$ cat src/design/twc_pkg.sv
// shared types, codes and constants of the text window console
package twc_pkg;

	localparam int SCREEN_COLS_DEF = 80;
	localparam int SCREEN_ROWS_DEF = 25;

	localparam int COLW   = 9;
	localparam int ROWW   = 7;
	localparam int ADDR_W = 4;
	localparam int DATA_W = 32;

	localparam logic [7:0] CODE_NEWLINE = 8'd10;
	localparam logic [7:0] CODE_SPACE   = 8'h20;

	localparam logic [1:0] MODE_PUT   = 2'd0;
	localparam logic [1:0] MODE_CLEAR = 2'd1;
	localparam logic [1:0] MODE_READ  = 2'd2;

	localparam logic [6:0] RST_WIN_COL    = 7'd0;
	localparam logic [4:0] RST_WIN_ROW    = 5'd0;
	localparam logic [6:0] RST_WIN_WIDTH  = 7'd80;
	localparam logic [4:0] RST_WIN_HEIGHT = 5'd25;

	typedef enum logic [1:0] {
		REG_WIN_COL    = 2'd0,
		REG_WIN_ROW    = 2'd1,
		REG_WIN_WIDTH  = 2'd2,
		REG_WIN_HEIGHT = 2'd3
	} reg_idx_t;

	typedef enum logic [2:0] {
		OP_PUT,
		OP_NEWLINE,
		OP_CLEAR,
		OP_READ,
		OP_NONE
	} op_t;

	typedef enum logic [3:0] {
		ST_CLR,
		ST_IDLE,
		ST_PUT,
		ST_LINE,
		ST_SCR_RD,
		ST_SCR_WR,
		ST_BLANK,
		ST_FILL,
		ST_RD,
		ST_RD_WAIT,
		ST_DONE
	} state_t;

	typedef struct packed {
		logic [6:0] win_col;
		logic [4:0] win_row;
		logic [6:0] win_width;
		logic [4:0] win_height;
	} cfg_t;

	typedef struct packed {
		op_t        op;
		logic [7:0] code;
		logic [6:0] rcol;
		logic [4:0] rrow;
	} cmd_t;

	typedef struct packed {
		logic [7:0] cell_char;
		logic [6:0] cursor_col;
		logic [4:0] cursor_line;
		logic       scrolled;
	} res_t;

endpackage

$ cat src/design/twc_res_fifo.sv
// two-entry result queue in front of the output port
module twc_res_fifo (
	input  logic          clk,
	input  logic          arst_n,
	input  logic          push,
	input  twc_pkg::res_t din,
	output logic          full,
	output logic          empty,
	input  logic          pop,
	output twc_pkg::res_t dout
);

	twc_pkg::res_t q_q [2];
	logic          wr_ptr_q;
	logic          rd_ptr_q;
	logic [1:0]    cnt_q;
	logic          push_ok;
	logic          pop_ok;

	assign full    = (cnt_q == 2'd2);
	assign empty   = (cnt_q == 2'd0);
	assign dout    = q_q[rd_ptr_q];
	assign push_ok = push && !full;
	assign pop_ok  = pop && !empty;

	always_ff @(posedge clk) begin
		if (push_ok) begin
			q_q[wr_ptr_q] <= din;
		end
	end

	always_ff @(posedge clk or negedge arst_n) begin
		if (!arst_n) begin
			wr_ptr_q <= 1'b0;
			rd_ptr_q <= 1'b0;
			cnt_q    <= 2'd0;
		end else begin
			if (push_ok) begin
				wr_ptr_q <= ~wr_ptr_q;
			end
			if (pop_ok) begin
				rd_ptr_q <= ~rd_ptr_q;
			end
			case ({push_ok, pop_ok})
				2'b10:   cnt_q <= cnt_q + 2'd1;
				2'b01:   cnt_q <= cnt_q - 2'd1;
				default: cnt_q <= cnt_q;
			endcase
		end
	end

endmodule

$ cat config.mk
export PLATFORM = sky130hd
export DESIGN_NAME = twc_res_fifo
export DESIGN_NICKNAME = d
export VERILOG_FILES = /design/src/design/twc_pkg.sv /design/src/design/twc_res_fifo.sv
export SDC_FILE = /design/constraint.sdc
export NUM_CORES = 1
export LEC_CHECK = 0
export BUFFER_PORTS_ARGS = -buffer_cell sky130_fd_sc_hd__buf_2
export CAP_MARGIN = 10
export CORE_MARGIN = 2
export CORE_UTILIZATION = 45
export CTS_BUF_LIST = sky130_fd_sc_hd__clkbuf_4
export DETAILED_ROUTE_END_ITERATION = 7
export GPL_TIMING_DRIVEN = 0
export PLACE_DENSITY_LB_ADDON = 0.25
export RECOVER_POWER = 25
export SETUP_SLACK_MARGIN = 0.3
export SKIP_LAST_GASP = 1
export SLEW_MARGIN = 10
export SYNTH_ARGS = -nofsm -noshare
export SYNTH_HDL_FRONTEND = slang
export SYNTH_SLANG_ARGS = --single-unit
$ cat constraint.sdc
create_clock -name clk -period 4.32 [get_ports clk]
set_clock_uncertainty 0.05 [all_clocks]
set_input_delay 1.296 -clock clk [delete_from_list [all_inputs] [get_ports clk]]
set_output_delay 1.296 -clock clk [all_outputs]
set_load 0.005 [all_outputs]
==> results.ini, run 1 <==
[status]
status=completed

[clock_tree]
worstSkewPairLatency_ns=0.35
cts_tree=yes
cts.repair.resized=0
clock-sinks=46
postCtsHoldBufs=0
root_buffer=clkbuf_4
cts-htree-levels=2
cts_buffer_depth=2
cts_buffers=5
post_cts_buffers=0
cts.clk_slew.worst_paths_ns=0.13

[route]
drt.antenna.violating_nets=0
vias=913
wire_per_inst_um=14.4
dr.pass1.iters=4
routed_wl_um=2700
drc_errors=0
first_iter_violations=33
via_per_inst=4.88

[timing]
min_period_over_period=0.653
slew_violations=0
fin_crit_ns=2.82
worst_pin_slew_ns=0.998
max_freq_ghz=0.354
rsz0062_at_grt=no
final-hold-violation-count=0
final-setup-viol-count=0
tns_ns=0
max_slew_margin=0.335

[power_and_ir_drop]
pwr_density_cell_mw_per_mm2=649
swShare=0.265
intPower_w=0.00101
total_leakage_power_nw=0.818
p_comb_frac=0.302
clock_power_share=0.223
p_total_w=0.00138
switchingPower_w=0.000366
max-vdd-ir-drop_v=0.000357
seq_power_share=0.475

[yosys]
synth-edff-count=42
synth_fp_nets=109
postSynthCellCount=83
synth_common_cells=42 x edfxtp_1, 21 x mux2_2, 4 x dfrtp_1
synthTopCellsByArea=edfxtp_1 73%, mux2_2 14%, dfrtp_1 5.8%, xnor2_1 1.5%, buf_6 1.3%
ys_types=13
synth_top_area_share=0.735
yosys_warnings=0
avgSynthCellArea_um2=20.7
ys_ff_latch=46
yosysMostFrequentCell=edfxtp_1
syn_area_mm2=0.00172
synth-main-ff-cell=edfxtp_1
yosysTopAreaCell=edfxtp_1
synthArstFlopShare=0.0870
seq_area_frac_synth=0.793

[global_routing]
grt_pass1_wl_um=4520
grt_max_degree=22
grtUsageMet3=0.0565
first_global_vias=967
grt_overflow_total=0
grtUsageTotal=0.146
busiest_layer=met2
grt_use_met1=0.165
met2_usage=0.242
grt_antenna_before_repair=0

[floorplanning]
core-area_mm2=0.00366
io_pins=48
die_x_um=65.8
die-area_mm2=0.00433
num_rows=22
start_util=0.469
die_y_um=65.8

[worst_setup_path]
worstPathRequired_ns=2.97
slowest_delay_ns=0.46
end_kind=output pin
cp_slowest_cell=dfrtp_1
path_delay_family=flip-flops
worstPathCellList=buf_6, mux2_2, buf_2
cp-start-kind=register
cp.arrival_ns=1.47
path_max_fanout=10
worstSetupPathType=register to output pin
worst-path-buf-inv=2

[run]
cap_violations=0

[placed_design]
gp_congestion=0.617
dp_hpwl_um=1850
port_buffers=47
dp_cells=179
placed_cell_area_mm2=0.00203

[cells_and_area]
diodes=0
design_area_mm2=0.00213
fill_cells=296
drive_above_1_share=0.547
synthToLayoutAreaGrowth_pct=23.8
final_cells=187
nNetsFinal=164

[min_path]
hold_path.class=register to register

==> logic make-up after synthesis <==
family                     count (synthesis)  synth area share
xor gates and xnor gates                   5            0.0255
muxes                                     21             0.138
and+or+nand+nor                            7            0.0211
DFF                                       46             0.793
adders and majority gates                  1           0.00729
buffers and inverters                      3            0.0153
==> layer usage <==
layer / up-vias / share of wire / wire length [um]
met4: 0 / 0.024 / 65
li1: 426 / - / -
met3: 8 / 0.076 / 204
met1: 440 / 0.39 / 1050
met5: - / 0 / 0
met2: 39 / 0.51 / 1380
==> placed cells by master (no fill, tap or decap), types with 2 or more instances in the layout <==
cell,count
buf_2,43
buf_6,2
bufinv_16,2
clkbuf_1,4
clkbuf_4,5
dfrtp_1,4
edfxtp_1,42
mux2_2,21
nor2_1,2
xnor2_1,3
xor2_1,2
==> worst register-to-register path, cell delays in order (launching register included) <==
cell	delay, ns
dfrtp_1	0.44
nand2b_1	0.19
and3_1	0.85
==> power by group through the flow <==
stage / Clock [W] / Combinational [W] / Sequential (W)
final: 0.000308 / 0.000416 / 0.000656
after detailed placement: 0 / 0.000425 / 0.000666
after global placement: 0 / 0.000403 / 0.000660
after floorplan: 0 / 0.000265 / 0.000653
after CTS: 0.000316 / 0.000429 / 0.000656
after global routing: 0.000337 / 0.000465 / 0.000666
==> cell type report <==
cell class / instances / area, um2 / area share
Multi-Input combinational cell: 34 / 332 / 0.156
Sequential cell: 46 / 1360 / 0.640
Clock buffer: 5 / 37.5 / 0.0177
Inverter: 1 / 3.75 / 0.00177
Tap cell: 48 / 60.1 / 0.0283
Timing Repair Buffer: 48 / 245 / 0.115
Buffer: 2 / 22.5 / 0.0106
Clock inverter: 3 / 63.8 / 0.0300
==> sequential cells by signal (all words and copies together) (netlist names) <==
signal / flops
q_q: 42
wr_ptr_q: 1
cnt_q: 2
rd_ptr_q: 1
==> worst paths after layout <==
| kind | from | endpoint | slack (ns) | depth (start not counted) |
|---|---|---|---|---|
| max in group asynchronous | arst_n | wr_ptr_q | 3.36 | 1 |
| worst min register to register | wr_ptr_q | wr_ptr_q | 0.48 | 1 |
| worst max register to register | cnt_q[0] | q_q[1][16] | 2.42 | 2 |
| worst min-delay path | wr_ptr_q | wr_ptr_q | 0.48 | 1 |
| worst max-delay path | rd_ptr_q | dout[11] | 1.50 | 3 |
| min in group asynchronous | arst_n | cnt_q[1] | 0.69 | 1 |
==> per-stage QoR <==
step	hold slack (ns)	util	setup WS [ns]
floorplan	0.411	-	1.58
global placement	0.429	0.550	0.997
detailed placement	0.452	0.554	1.63
CTS	0.474	0.582	1.47
global route	0.497	0.581	1.42
finish	0.481	0.581	1.50
Note: power is estimated with default switching activity, not from simulation.
==> run 2, diff against run 1 <==
==> constraint.sdc (replaced) <==
create_clock -name clk -period 2.6 [get_ports clk]
set_clock_uncertainty 0.05 [all_clocks]
set_input_delay 0.78 -clock clk [delete_from_list [all_inputs] [get_ports clk]]
set_output_delay 0.78 -clock clk [all_outputs]
set_load 0.005 [all_outputs]
==> run 2 against run 1 <==
  * Combinational power is 100% higher
  * Critical path depth stayed put
  * Die area stayed put
  * Global-route usage is 0.33 points higher
  * First-iteration DRC count is 3.0% lower
  * Flip-flop and latch count stayed put
  * Sequential power is 68% higher
  * Worst hold slack worse by 0.31 ns
  * Highest routed layer unchanged
==> results.ini, run 2 (synthesis results as in run 1) <==
[placed_design]
dp_hpwl_um=1850  ; unchanged
port_buffers=47  ; unchanged
gp_congestion=0.617  ; unchanged

[clock_tree]
worstSkewPairLatency_ns=0.35  ; about the same
cts-htree-levels=2  ; unchanged
cts_buffers=5  ; unchanged
cts.clk_slew.worst_paths_ns=0.13  ; about the same
cts_buffer_depth=2  ; unchanged
cts_tree=yes  ; unchanged
clock-sinks=46  ; unchanged
root_buffer=clkbuf_4  ; unchanged

[worst_setup_path]
cp.arrival_ns=1.45  ; was 1.47 ns
end_kind=output pin  ; unchanged
reg2reg_to=q_q[1][16]  ; unchanged
worstPathCellList=buf_8, mux2_2, buf_2  ; was buf_6, mux2_2, buf_2
r2r_cells=2  ; unchanged
cp_slowest_cell=dfrtp_2  ; was dfrtp_1
ff2ff_setup_slack_ns=0.70  ; was 2.42 ns
cp-startpoint=rd_ptr_q  ; unchanged
worstReg2RegStart=cnt_q[0]  ; unchanged
cp-start-kind=register  ; unchanged
worstSetupPathType=register to output pin  ; unchanged
worstPathRequired_ns=1.77  ; was 2.97 ns
slowest_delay_ns=0.47  ; was 0.46 ns
path_max_fanout=10  ; unchanged

[timing]
rsz0062_at_grt=yes  ; was no
max_freq_ghz=0.440
final-setup-viol-count=0  ; unchanged
slew_violations=0  ; unchanged
min_period_over_period=0.875
tns_ns=0  ; unchanged
final-hold-violation-count=0  ; unchanged
max_slew_margin=0.331  ; was 0.335
fin_crit_ns=2.28
worst_pin_slew_ns=1.00  ; was 0.998 ns

[route]
drc_errors=0  ; unchanged
dr.pass1.iters=4  ; unchanged
first_iter_violations=32  ; was 33
vias=913  ; unchanged
drt.antenna.violating_nets=0  ; unchanged
wire_per_inst_um=15.1  ; was 14.4 um
via_per_inst=4.83  ; was 4.88
routed_wl_um=2860  ; was 2700 um

[floorplanning]
core-area_mm2=0.00366  ; unchanged
io_pins=48  ; unchanged
start_util=0.469  ; unchanged
die_x_um=65.8  ; unchanged
die_y_um=65.8  ; unchanged
die-area_mm2=0.00433  ; unchanged
num_rows=22  ; unchanged

[cells_and_area]
fill_cells=284  ; was 296
synthToLayoutAreaGrowth_pct=29.5  ; was 23.8%
mostFrequentLayoutCells=42 x edfxtp_1, 36 x buf_2, 13 x mux2_2  ; was 43 x buf_2, 42 x edfxtp_1, 21 x mux2_2
nNetsFinal=166  ; was 164
diodes=0  ; unchanged
largest_reg_flops=42  ; unchanged
drive_above_1_share=0.560  ; was 0.547
regMostFlops=q_q  ; unchanged
largest_registers=q_q: 42 flops, cnt_q: 2 flops  ; unchanged
utilization=0.607  ; was 0.581
layout_commonest_cell=edfxtp_1  ; was buf_2

[power_and_ir_drop]
pwr_density_cell_mw_per_mm2=1100  ; was 649 mW/mm2
p_total_w=0.00245  ; was 0.00138 W
total_leakage_power_nw=0.879  ; was 0.818 nW
max-vdd-ir-drop_v=0.000624  ; was 0.000357 V

[status]
status=completed  ; unchanged

[global_routing]
grt_max_degree=22  ; unchanged
grt_antenna_before_repair=0  ; unchanged
first_global_vias=983  ; was 967
grt_overflow_total=0  ; unchanged
grt_pass1_wl_um=4620  ; was 4520 um
grtUsageTotal=0.150  ; was 0.146

[run]
cap_violations=0  ; unchanged

[min_path]
hold_path.class=input port to asynchronous set/reset pin  ; was register to register

-- run 2: timing repair --
item,4_1_cts,5_1_grt
resized for setup,3,16
gates cloned,1,0
pin swaps,0,0
hold buffers,0,0
buffers inserted,0,1
endpoints found under the setup margin,19,19
-- run 2: cell type report --
class	instances	area, um2	area share
well taps	48	60.1	0.0270
plain buffers	2	26.3	0.0118
clock buffers	5	37.5	0.0169
inverters	1	3.75	0.00169
flip-flops and latches	46	1360	0.613
clock inverters	3	63.8	0.0287
repair buffers	50	308	0.138
multi-input cells	34	362	0.163
-- run 2: worst max-delay path: cells and delay by family (launching register included) --
| kind | cells | cell delay, ns |
|---|---|---|
| flip-flops | 1 | 0.47 |
| multiplexers | 1 | 0.33 |
| buffers and inverters | 2 | 0.28 |
-- run 2: worst max-delay path by stage --
stage | endpoint | cells after the start | slack [ns]
after floorplan | q_q[0][0] | 2 | 0.38
after global placement | q_q[0][3] | 3 | -0.21
after CTS | dout[6] | 3 | 0.29
after global routing | dout[15] | 3 | 0.25
final | dout[15] | 3 | 0.32
after detailed placement | q_q[1][3] | 2 | 0.42
-- run 2: through the flow --
stage               hold slack, ns  std cells  cell area (um2)  setup slack, ns
floorplan                    0.411         83             1720            0.378
CTS                          0.134        188             2140            0.290
global route                 0.155        189             2220            0.251
global placement             0.429        178             2010           -0.207
detailed placement           0.452        179             2030            0.424
finish                       0.172        189             2220            0.325
-- run 2: power breakdown --
group          switching [W]  internal (W)
logic               0.000357      0.000486
clock network       0.000215      0.000296
registers          0.0000789       0.00102
total               0.000651       0.00180
-- run 2: layer usage --
metal | GRT usage | vias to the layer above | wire length, um
met1 | 0.173 | 442 | 1140
li1 | - | 430 | -
met5 | 0 | - | 0
met4 | 0.0703 | 0 | 50
met2 | 0.245 | 35 | 1460
met3 | 0.0565 | 6 | 207
