## src/design/twc_pkg.sv

```systemverilog
// shared types, codes and constants of the text window console
package twc_pkg;

	localparam int SCREEN_COLS_DEF = 80;
	localparam int SCREEN_ROWS_DEF = 25;

	localparam int COLW   = 9;
	localparam int ROWW   = 7;
	localparam int ADDR_W = 4;
	localparam int DATA_W = 32;

	localparam logic [7:0] CODE_NEWLINE = 8'd10;
	localparam logic [7:0] CODE_SPACE   = 8'h20;

	localparam logic [1:0] MODE_PUT   = 2'd0;
	localparam logic [1:0] MODE_CLEAR = 2'd1;
	localparam logic [1:0] MODE_READ  = 2'd2;

	localparam logic [6:0] RST_WIN_COL    = 7'd0;
	localparam logic [4:0] RST_WIN_ROW    = 5'd0;
	localparam logic [6:0] RST_WIN_WIDTH  = 7'd80;
	localparam logic [4:0] RST_WIN_HEIGHT = 5'd25;

	typedef enum logic [1:0] {
		REG_WIN_COL    = 2'd0,
		REG_WIN_ROW    = 2'd1,
		REG_WIN_WIDTH  = 2'd2,
		REG_WIN_HEIGHT = 2'd3
	} reg_idx_t;

	typedef enum logic [2:0] {
		OP_PUT,
		OP_NEWLINE,
		OP_CLEAR,
		OP_READ,
		OP_NONE
	} op_t;

	typedef enum logic [3:0] {
		ST_CLR,
		ST_IDLE,
		ST_PUT,
		ST_LINE,
		ST_SCR_RD,
		ST_SCR_WR,
		ST_BLANK,
		ST_FILL,
		ST_RD,
		ST_RD_WAIT,
		ST_DONE
	} state_t;

	typedef struct packed {
		logic [6:0] win_col;
		logic [4:0] win_row;
		logic [6:0] win_width;
		logic [4:0] win_height;
	} cfg_t;

	typedef struct packed {
		op_t        op;
		logic [7:0] code;
		logic [6:0] rcol;
		logic [4:0] rrow;
	} cmd_t;

	typedef struct packed {
		logic [7:0] cell_char;
		logic [6:0] cursor_col;
		logic [4:0] cursor_line;
		logic       scrolled;
	} res_t;

endpackage

```

## src/design/twc_front.sv

```systemverilog
// front end: classifies incoming beats and queues them as commands
module twc_front (
	input  logic             clk,
	input  logic             arst_n,
	input  logic             push,
	input  logic             hold,
	input  logic [1:0]       mode,
	input  logic [7:0]       char_code,
	input  logic [6:0]       read_col,
	input  logic [4:0]       read_row,
	output logic             full,
	output logic             cmd_valid,
	output twc_pkg::cmd_t    cmd,
	input  logic             cmd_pop
);

	twc_pkg::cmd_t new_cmd;
	twc_pkg::cmd_t q_q [2];
	logic          wr_ptr_q;
	logic          rd_ptr_q;
	logic [1:0]    cnt_q;
	logic          push_ok;
	logic          pop_ok;

	always_comb begin
		new_cmd.code = char_code;
		new_cmd.rcol = read_col;
		new_cmd.rrow = read_row;
		case (mode)
			twc_pkg::MODE_PUT: begin
				new_cmd.op = (char_code == twc_pkg::CODE_NEWLINE) ?
					twc_pkg::OP_NEWLINE : twc_pkg::OP_PUT;
			end
			twc_pkg::MODE_CLEAR: new_cmd.op = twc_pkg::OP_CLEAR;
			twc_pkg::MODE_READ:  new_cmd.op = twc_pkg::OP_READ;
			default:             new_cmd.op = twc_pkg::OP_NONE;
		endcase
	end

	assign full      = (cnt_q == 2'd2) || hold;
	assign cmd_valid = (cnt_q != 2'd0);
	assign cmd       = q_q[rd_ptr_q];
	assign push_ok   = push && !full;
	assign pop_ok    = cmd_pop && cmd_valid;

	always_ff @(posedge clk) begin
		if (push_ok) begin
			q_q[wr_ptr_q] <= new_cmd;
		end
	end

	always_ff @(posedge clk or negedge arst_n) begin
		if (!arst_n) begin
			wr_ptr_q <= 1'b0;
			rd_ptr_q <= 1'b0;
			cnt_q    <= 2'd0;
		end else begin
			if (push_ok) begin
				wr_ptr_q <= ~wr_ptr_q;
			end
			if (pop_ok) begin
				rd_ptr_q <= ~rd_ptr_q;
			end
			case ({push_ok, pop_ok})
				2'b10:   cnt_q <= cnt_q + 2'd1;
				2'b01:   cnt_q <= cnt_q - 2'd1;
				default: cnt_q <= cnt_q;
			endcase
		end
	end

endmodule

```

## config.mk

```make
export PLATFORM = sky130hd
export DESIGN_NAME = twc_front
export DESIGN_NICKNAME = d
export VERILOG_FILES = /design/src/design/twc_pkg.sv /design/src/design/twc_front.sv
export SDC_FILE = /design/constraint.sdc
export NUM_CORES = 1
export LEC_CHECK = 0
export BUFFER_PORTS_ARGS = -buffer_cell sky130_fd_sc_hd__buf_2
export CORE_UTILIZATION = 50
export CTS_BUF_LIST = sky130_fd_sc_hd__clkbuf_16
export DETAILED_ROUTE_END_ITERATION = 16
export PLACE_DENSITY = 0.84
export RECOVER_POWER = 100
export SLEW_MARGIN = 10
export SYNTH_ARGS = -nofsm -noshare
export SYNTH_HDL_FRONTEND = slang
export SYNTH_SLANG_ARGS = --single-unit
```

## constraint.sdc

```tcl
create_clock -name clk -period 2.7 [get_ports clk]
set_clock_uncertainty 0.1 [all_clocks]
set_input_delay 0 -clock clk [delete_from_list [all_inputs] [get_ports clk]]
set_output_delay 0 -clock clk [all_outputs]
set_load 0.1 [all_outputs]
```

==> results.md, run 1 <==
* Worst Max-Slew Pin Slew at 1.31 ns
* Starting Density at a little over half
* H-tree depth at 2
* FF-to-FF Start: cnt_q[0]
* I/O Pins at between 50 and 60
* RSZ-0062 raised after global routing: no
* CTS tree: yes
* Vias in the first global route at roughly 1,200
* Initial DRC Count at 62
* Fin. Hold Viols at 0
* Clk root buf: clkbuf_16
* Min-delay src: mode[1]
* Crit Path Class: flop to flop
* Arrival time at the worst endpoint at roughly 2.1 ns
* Avg Inst Size Synth at ~19 um2
* Slew margin rel. at about an eighth
* Tot GR Track Use at 18.8%
* Pin count of the biggest net entering global routing at 25
* Worst hold stages at 2
* Worst-Skew Late Latency at about 0.29 ns
* HP Class: input port to flop
* Mapped Area at ~0.0019 mm2
* IO Port Bufs at 51
* WL final at roughly 3.4 mm
* Ys flop type: edfxtp_1
* Slew Viols, Final at 0
* Critical Path End Type: flop
* Placed insts at slightly below 200
* R2r setup slk at 0.44 ns
* WHS Endpoint: q_q[1][22]
* Syn_nets at between 100 and 150
* Clk buf depth at 2
* Total gr overflow at 0
* Detailed Routing Iterations Pass 1 at 3
* Die span in y at 64.4 um
* Reg-to-reg endpoint: q_q[0][2]
* Status: complete, no violations
* Setup-failing EPs final at 0
* Seq/Total Area, Yosys at about 76%
* Yosys reg bits at 50
* Ant. Diodes at 0
* Clock Sinks at 50
* Post-synth EDFFs at 46
* Yosys warning count at 0
* Fin cells at 232
* Initial antenna violation count at 0
* Drt via density at slightly below 5
* WP data required at 2.50 ns
* Via count at between 1,000 and 1,500
* Fin crit share at between 80% and 90%
* Die ar. at a little over 0.004 mm2
* Achievable frequency at ~0.44 GHz
* Cell row count at 22
* Fin crit period at roughly 2.3 ns
* Async set-reset flop share out of synthesis at ~8%
* First-pass GRT wire length at between 5 and 6 mm
* CP Launch Type: flop
* Setup TNS Final at 0 ns
* Max FO, Critical Path at 23
* Setup bufs post-CTS at 0
* CTS Buf Count at 5
* Area leader, netlist: edfxtp_1
* Residual DRC at 0
* Fraction of layout cells with a size suffix above 1 at between 20% and 30%
* Dominant cells by area after synthesis: edfxtp_1, mux2_1, dfrtp_1
* Top-count cell post-synth: edfxtp_1
* Area grow syn2layout at 34.4%
* Drt wl/cell at ~15 um
* Worst-path clk slew at about 0.06 ns
* Netlist cell types at 17
* Max-cap violations at 0
* Post-synth top cells: edfxtp_1, mux2_1, inv_1, dfrtp_1, xnor2_1
* DIE WIDTH at between 60 and 70 um
* HPWL Detailed at between 2 and 2.5 mm
* Core Footprint at approximately 0.0037 mm2
* Cells after Synth at 100
* Final net count at between 200 and 250
* Post-route ant nets at 0
* Top cell type's share of synthesized area at roughly 71%
* R2R cell count at 3
* GPL Wtd Cong at about 0.71
routing by layer:
layer	GRT usage (%)	vias up	part of all wire, %
li1	-	542	-
met1	21.7	543	42
met2	32.0	44	52
met3	5.36	5	4.6
met4	9.17	0	1.7
met5	0	-	0
flip-flops by register name, indices dropped and copies added, names as in the netlist:
signal and flops:
cnt_q 2, q_q 46, rd_ptr_q 1, wr_ptr_q 1
logic make-up after synthesis:
logic type,after synthesis,share of synthesized area [%]
buf+inv,8,2.38
simple gates,8,2.83
xor+xnor,5,2.25
compound gates,3,1.16
mux,23,13.3
flops,50,76.1
fa+ha+maj,3,1.93
worst max path at each step:
stage | startpoint | endpoint | slack [ns] | depth (start not counted)
after CTS | rd_ptr_q | cmd[6] | 0.58 | 2
final | cnt_q[0] | q_q[0][2] | 0.44 | 3
after floorplan | cnt_q[0] | full | 0.04 | 1
after detailed placement | rd_ptr_q | cmd[6] | 0.90 | 2
after global routing | cnt_q[0] | q_q[1][16] | 0.25 | 3
after global placement | rd_ptr_q | cmd[11] | 0.92 | 2
critical path, stage by stage (launching register included):
cell	delay (ns)
dfrtp_1	0.44
o211ai_1	0.23
nor2_2	0.12
clkbuf_1	0.96
repair_timing:
item                      CTS  global route
hold buffers               26             0
gates resized for setup     0             0
hold endpoints to repair   50             0
stage by stage:
| stage | instance area (um2) | util [%] | hold slack (ns) | worst slack [ns] |
|---|---|---|---|---|
| after global routing | 2620 | 70.9 | 0.0330 | 0.252 |
| after detailed placement | 2250 | 61.1 | -0.286 | 0.897 |
| after floorplan | 1950 | - | -0.396 | 0.0412 |
| after global placement | 2250 | 61.1 | -0.292 | 0.917 |
| final | 2620 | 70.9 | 0.0191 | 0.443 |
| after CTS | 2660 | 72.0 | 0.00820 | 0.576 |
final cells by class:
class / instances / area (um2)
repair buffers: 79 / 495
clock inverters: 3 / 16.3
flip-flops and latches: 50 / 1480
clock buffers: 5 / 125
well taps: 48 / 60.1
fillers: 258 / 1070
multi-input cells: 42 / 418
inverters: 5 / 18.8
cells in the final DEF, fill, tap and decap left out:
cell	n
dlygate4sd3_1	26
o21ai_0	2
ha_1	3
mux2_1	23
clkinv_2	1
clkinv_1	1
buf_2	6
and2_4	1
nor2_2	2
clkbuf_2	23
inv_1	5
edfxtp_1	46
clkbuf_1	24
o211ai_1	1
clkbuf_16	5
dfrtp_1	4
clkinvlp_4	1
or2_4	1
nand4b_1	1
nor4b_1	2
xnor2_1	4
xor2_1	1
nor2_1	1
Power of run 1 is left out: the tool's default activity adds up to more than one toggle a clock period on the data nets, which glitch-free logic cannot reach.
==> run 2: changes to the inputs <==
- clock period: 2.7 -> 2.1 ns (I/O delays scaled with it)
==> run 2 against run 1 <==
Compared with the run above:
- non-clock buffer count increased by 3
- global-route usage decreased by 0.86 points
- hold slack improved by 0.12 ns
- critical path type is now flop to primary output
==> results.md, run 2 (same netlist as run 1, synthesis figures left out) <==
* Post-CTS resize count at 0 (unchanged)
* Setup bufs post-CTS at 0 (unchanged)
* Most frequent cells in the layout: edfxtp_1, dlygate4sd3_1, mux2_1, clkbuf_1, buf_2
* Setup-failing EPs final at 0 (unchanged)
* Fraction of layout cells with a size suffix above 1 at 24.1% (+2.3 points)
* Clock Sinks at 50 (unchanged)
* Largest stage delay, worst path at 0.66 ns (-0.30 ns)
* Worst-Skew Late Latency at 0.28 ns (about the same)
* Drt wl/cell at 14.5 um (-1.1%)
* Arrival time at the worst endpoint at 1.85 ns (-0.20 ns)
* Multi-input logic area at 415 um2 (-0.60%)
* Die ar. at 0.00414 mm2 (unchanged)
* Total gr overflow at 0 (unchanged)
* Worst Max-Slew Pin Slew at 1.15 ns (-0.154 ns)
* Number of fillers in the final layout at 254 (-1.6%)
* Max-cap violations at 0 (unchanged)
* Cell row count at 22 (unchanged)
* CTS Buf Count at 5 (unchanged)
* DIE WIDTH at 64.4 um (unchanged)
* Status: complete, no violations
* Tot GR Track Use at 18.0% (-0.86 points)
* CP Launch Type: flop
* CP max-delay cell: dfrtp_1
* Via count at 1,152 (+1.6%)
* Initial antenna violation count at 0 (unchanged)
* HP Class: input port to flop
* Setup TNS Final at 0 ns (unchanged)
* HPWL Detailed at 2.21 mm (+5.4%)
* Crit Path Class: flop to primary output
* Worst setup margin at 0.154 ns (-0.289 ns)
* Slew margin rel. at 23.5% (+11 points)
* Slew Viols, Final at 0 (unchanged)
* Core Footprint at 0.00369 mm2 (unchanged)
* Detailed Routing Iterations Pass 1 at 4 (+1)
* Clk root buf: clkbuf_16
* Worst-path clk slew at 0.06 ns (about the same)
* Clk buf depth at 2 (unchanged)
* CP cell instances: buf_12 > mux2_1 > clkbuf_2
* Max FO, Critical Path at 14 (-39%)
* Initial DRC Count at 29 (-53%)
* Post-route ant nets at 0 (unchanged)
* Die span in y at 64.4 um (unchanged)
* Vias in the first global route at 1,196 (-2.8%)
* IO Port Bufs at 51 (unchanged)
* Residual DRC at 0 (unchanged)
* I/O Pins at 52 (unchanged)
* Drt via density at 4.90 (+0.29%)
* Register area at 0.00148 mm2 (unchanged)
* Pre-CTS setup slack at 0.414 ns (-0.482 ns)
* Pin count of the biggest net entering global routing at 16 (-36%)
* Largest register FFs at 46 (unchanged)
* H-tree depth at 2 (unchanged)
* Area grow syn2layout at 38.4%
* Critical Path End Type: primary output
* Final design utilization at 73.0% (+2.1 points)
* Top flop regs: q_q x46, cnt_q x2
* First-pass GRT wire length at 5.38 mm (-3.0%)
* WL final at 3.41 mm (+0.15%)
* Final net count at 216 (+1.4%)
* WP data required at 2.00 ns (-0.50 ns)
* CTS tree: yes
* Fin crit period at approximately 1.9 ns
* GPL Wtd Cong at 0.665 (-6.2%)
* Fin. Hold Viols at 0 (unchanged)
* Hold slack at 0.139 ns (+0.119 ns)
* Fin crit share at about 93%
* Reg with most FFs: q_q
* Starting Density at 52.7% (unchanged)
* Achievable frequency at just over 0.5 GHz
* RSZ-0062 raised after global routing: no
* Commonest non-fill, non-tap cell in the layout: edfxtp_1
* Ant. Diodes at 0 (unchanged)
-- run 2: stage by stage --
stage	instances	cell area, um2
after floorplan	100	1950
after global placement	201	2300
after detailed placement	201	2300
after CTS	235	2750
after global routing	235	2690
final	235	2690
-- run 2: critical path, delay by kind of cell, from the launching register on --
family	cells	cell delay (ns)
buffers and inverters	2	0.58
multiplexers	1	0.32
flip-flops	1	0.66
-- run 2: final timing paths --
path                       startpoint    endpoint  slack (ns)  cells after the start
max                          rd_ptr_q      cmd[5]        0.15                      3
min                              hold    wr_ptr_q        0.14                      4
max reg2reg                  cnt_q[0]  q_q[0][13]        0.27                      3
min reg2reg                  wr_ptr_q    wr_ptr_q        0.42                      1
max in group asynchronous      arst_n    wr_ptr_q        1.20                      3
min in group asynchronous      arst_n    cnt_q[0]        0.53                      3
-- run 2: area by class of cell --
class	instances	area share (%)
flip-flops and latches	50	55.0
inverters	5	0.697
clock inverters	3	2.37
repair buffers	82	19.6
well taps	48	2.23
multi-input cells	42	15.4
clock buffers	5	4.65
-- run 2: repair_timing --
action / in CTS / in global routing
endpoints found under the setup margin: 0 / 0
endpoints found under the hold margin: 50 / 0
hold buffers: 26 / 0
-- run 2: layer usage --
layer	vias up	GRT usage (%)	share of wire, %
li1	548	-	-
met1	549	18.9	38
met2	46	33.6	55
met3	9	4.29	5.2
met4	0	7.78	2.2
met5	-	0	0
Power of run 2 is left out for the same reason.
==> run 3: changes to the inputs <==
- CORE_UTILIZATION: 50 -> 51
- PLACE_DENSITY: 0.84 -> 0.86
==> run 3 against run 2 <==
Compared with the run above:
- flip-flop and latch count unchanged
- clock-buffer cell count unchanged
- via count fell by 1.0%
- first-iteration DRC count rose by 6.9%
- setup slack improved by 0.15 ns
- wire length decreased by 2.3%
- core utilization shrank 0.48 points
- maximum frequency grew 8.3%
- register-to-register slack gained 0.03 ns
- highest routed layer unchanged
- critical path depth is the same
- global-route usage increased by 0.32 points
- non-clock buffer count grew 1
==> results.md, run 3 (same netlist as run 1, synthesis figures left out) <==
* Area grow syn2layout at 36.5%
* Pin count of the biggest net entering global routing at 16 (unchanged)
* Cell row count at 22 (unchanged)
* Most frequent cells in the layout: edfxtp_1, dlygate4sd3_1, clkbuf_2, mux2_1, clkbuf_1
* Reg-to-reg endpoint: cnt_q[1]
* Fin crit period at 1.80 ns (-0.148 ns)
* WP data required at 2.00 ns (about the same)
* HP Class: input port to flop
* Slew Viols, Final at 0 (unchanged)
* Final net count at 217 (+0.46%)
* FF-to-FF Start: cnt_q[0]
* Tot GR Track Use at 18.3% (+0.32 points)
* Crit Path Class: flop to primary output
* Residual DRC at 0 (unchanged)
* Achievable frequency at 0.556 GHz (+8.3%)
* Initial DRC Count at 31 (+6.9%)
* Max FO, Critical Path at 13 (-1)
* Total gr overflow at 0 (unchanged)
* CP cell instances: clkbuf_2 > mux2_1 > clkbuf_2
* GPL Wtd Cong at 0.650 (-2.3%)
* Fraction of layout cells with a size suffix above 1 at 23.9% (-0.13 points)
* HPWL Detailed at 2.15 mm (-2.5%)
* Largest stage delay, worst path at 0.38 ns (-0.28 ns)
* CTS Buf Count at 5 (unchanged)
* Worst hold stages at 2 (-2)
* Largest register FFs at 46 (unchanged)
* Post-route ant nets at 0 (unchanged)
* I/O Pins at 52 (unchanged)
* Core Footprint at 0.00366 mm2 (-0.75%)
* Max-cap violations at 0 (unchanged)
* Die ar. at 0.00407 mm2 (-1.9%)
* Clk buf depth at 2 (unchanged)
* CP max-delay cell: mux2_1
* Vias in the first global route at 1,219 (+1.9%)
* RSZ-0062 raised after global routing: no
* Initial antenna violation count at 0 (unchanged)
* Die span in y at 63.8 um (-0.96%)
* CTS tree: yes
* DIE WIDTH at 63.8 um (-0.96%)
* Buf+Inv Stages, Crit Path at 2 (unchanged)
* Min-delay src: mode[1]
* IO Port Bufs at 51 (unchanged)
* Fin crit share at 85.6% (-7.1 points)
* CP Launch Type: flop
* Worst Max-Slew Pin Slew at 0.655 ns (-0.498 ns)
* Arrival time at the worst endpoint at 1.70 ns (-0.15 ns)
* WHS Endpoint: q_q[0][22]
* WL final at 3.33 mm (-2.3%)
* Clock Sinks at 50 (unchanged)
* Fin. Hold Viols at 0 (unchanged)
* R2r setup slk at 0.30 ns (+0.03 ns)
* Starting Density at 53.1% (+0.40 points)
* Setup-failing EPs final at 0 (unchanged)
* Top flop regs: q_q x46, cnt_q x2
* Via count at 1,140 (-1.0%)
* R2R cell count at 5 (+2)
* First-pass GRT wire length at 5.38 mm (-0.13%)
* Critical Path Stages at 3 (unchanged)
* Reg with most FFs: q_q
* Drt via density at 4.83 (-1.5%)
* Commonest non-fill, non-tap cell in the layout: edfxtp_1
* Setup bufs post-CTS at 0 (unchanged)
* Worst-path clk slew at 0.06 ns (about the same)
* Setup TNS Final at 0 ns (unchanged)
* H-tree depth at 2 (unchanged)
* Drt wl/cell at 14.1 um (-2.8%)
* Clk root buf: clkbuf_16
* Status: complete, no violations
* CP most frequent cell: clkbuf_2
* Family with the most delay on the worst path: buffers and inverters
* Ant. Diodes at 0 (unchanged)
* Worst-Skew Late Latency at 0.28 ns (about the same)
* Slew margin rel. at 56.4% (+33 points)
* Detailed Routing Iterations Pass 1 at 4 (unchanged)
* Critical Path End Type: primary output
[run 3: cell count changes in the layout (fill, tap and decap cells not counted), sizes merged]
| cell | before | now |
|---|---|---|
| buf | 19 | 10 |
| bufinv | 2 | 0 |
| clkbuf | 42 | 52 |
| clkinv | 1 | 2 |
| clkinvlp | 0 | 1 |
[run 3: worst max path at each step]
| stage | from | slack [ns] | end |
|---|---|---|---|
| floorplan | cnt_q[1] | 0.007 | q_q[0][0] |
| global placement | cnt_q[0] | 0.52 | cnt_q[1] |
| detailed placement | cnt_q[0] | 0.43 | cnt_q[1] |
| CTS | cnt_q[0] | 0.41 | cnt_q[1] |
| global route | cnt_q[1] | 0.19 | q_q[0][0] |
| finish | rd_ptr_q | 0.30 | cmd[20] |
[run 3: metrics by stage]
stage | worst slack [ns] | util [%] | std cells | area, um2 | hold slack [ns]
floorplan | 0.00749 | - | 100 | 1950 | -0.396
global placement | 0.517 | 62.8 | 202 | 2300 | -0.294
detailed placement | 0.430 | 62.8 | 202 | 2300 | -0.287
CTS | 0.411 | 73.8 | 236 | 2700 | 0.0107
global route | 0.194 | 72.5 | 236 | 2660 | 0.0483
finish | 0.303 | 72.5 | 236 | 2660 | 0.0201
[run 3: cell type report]
class	instances	area [um2]
clock buffers	5	125
fillers	252	1010
repair buffers	83	538
flip-flops and latches	50	1480
clock inverters	3	16.3
well taps	48	60.1
multi-input cells	42	415
inverters	5	18.8
[run 3: repair_timing]
action,CTS,global route
hold buffers,26,0
endpoints found under the hold margin,48,0
gates resized for setup,0,0
[run 3: per-layer routing]
| metal | track usage (%) | vias up | wire length (um) |
|---|---|---|---|
| met2 | 31.6 | 36 | 1780 |
| met5 | 0 | - | 0 |
| met3 | 6.07 | 7 | 148 |
| met1 | 20.8 | 549 | 1350 |
| met4 | 7.10 | 0 | 53 |
| li1 | - | 548 | - |
Power of run 3 is left out for the same reason.
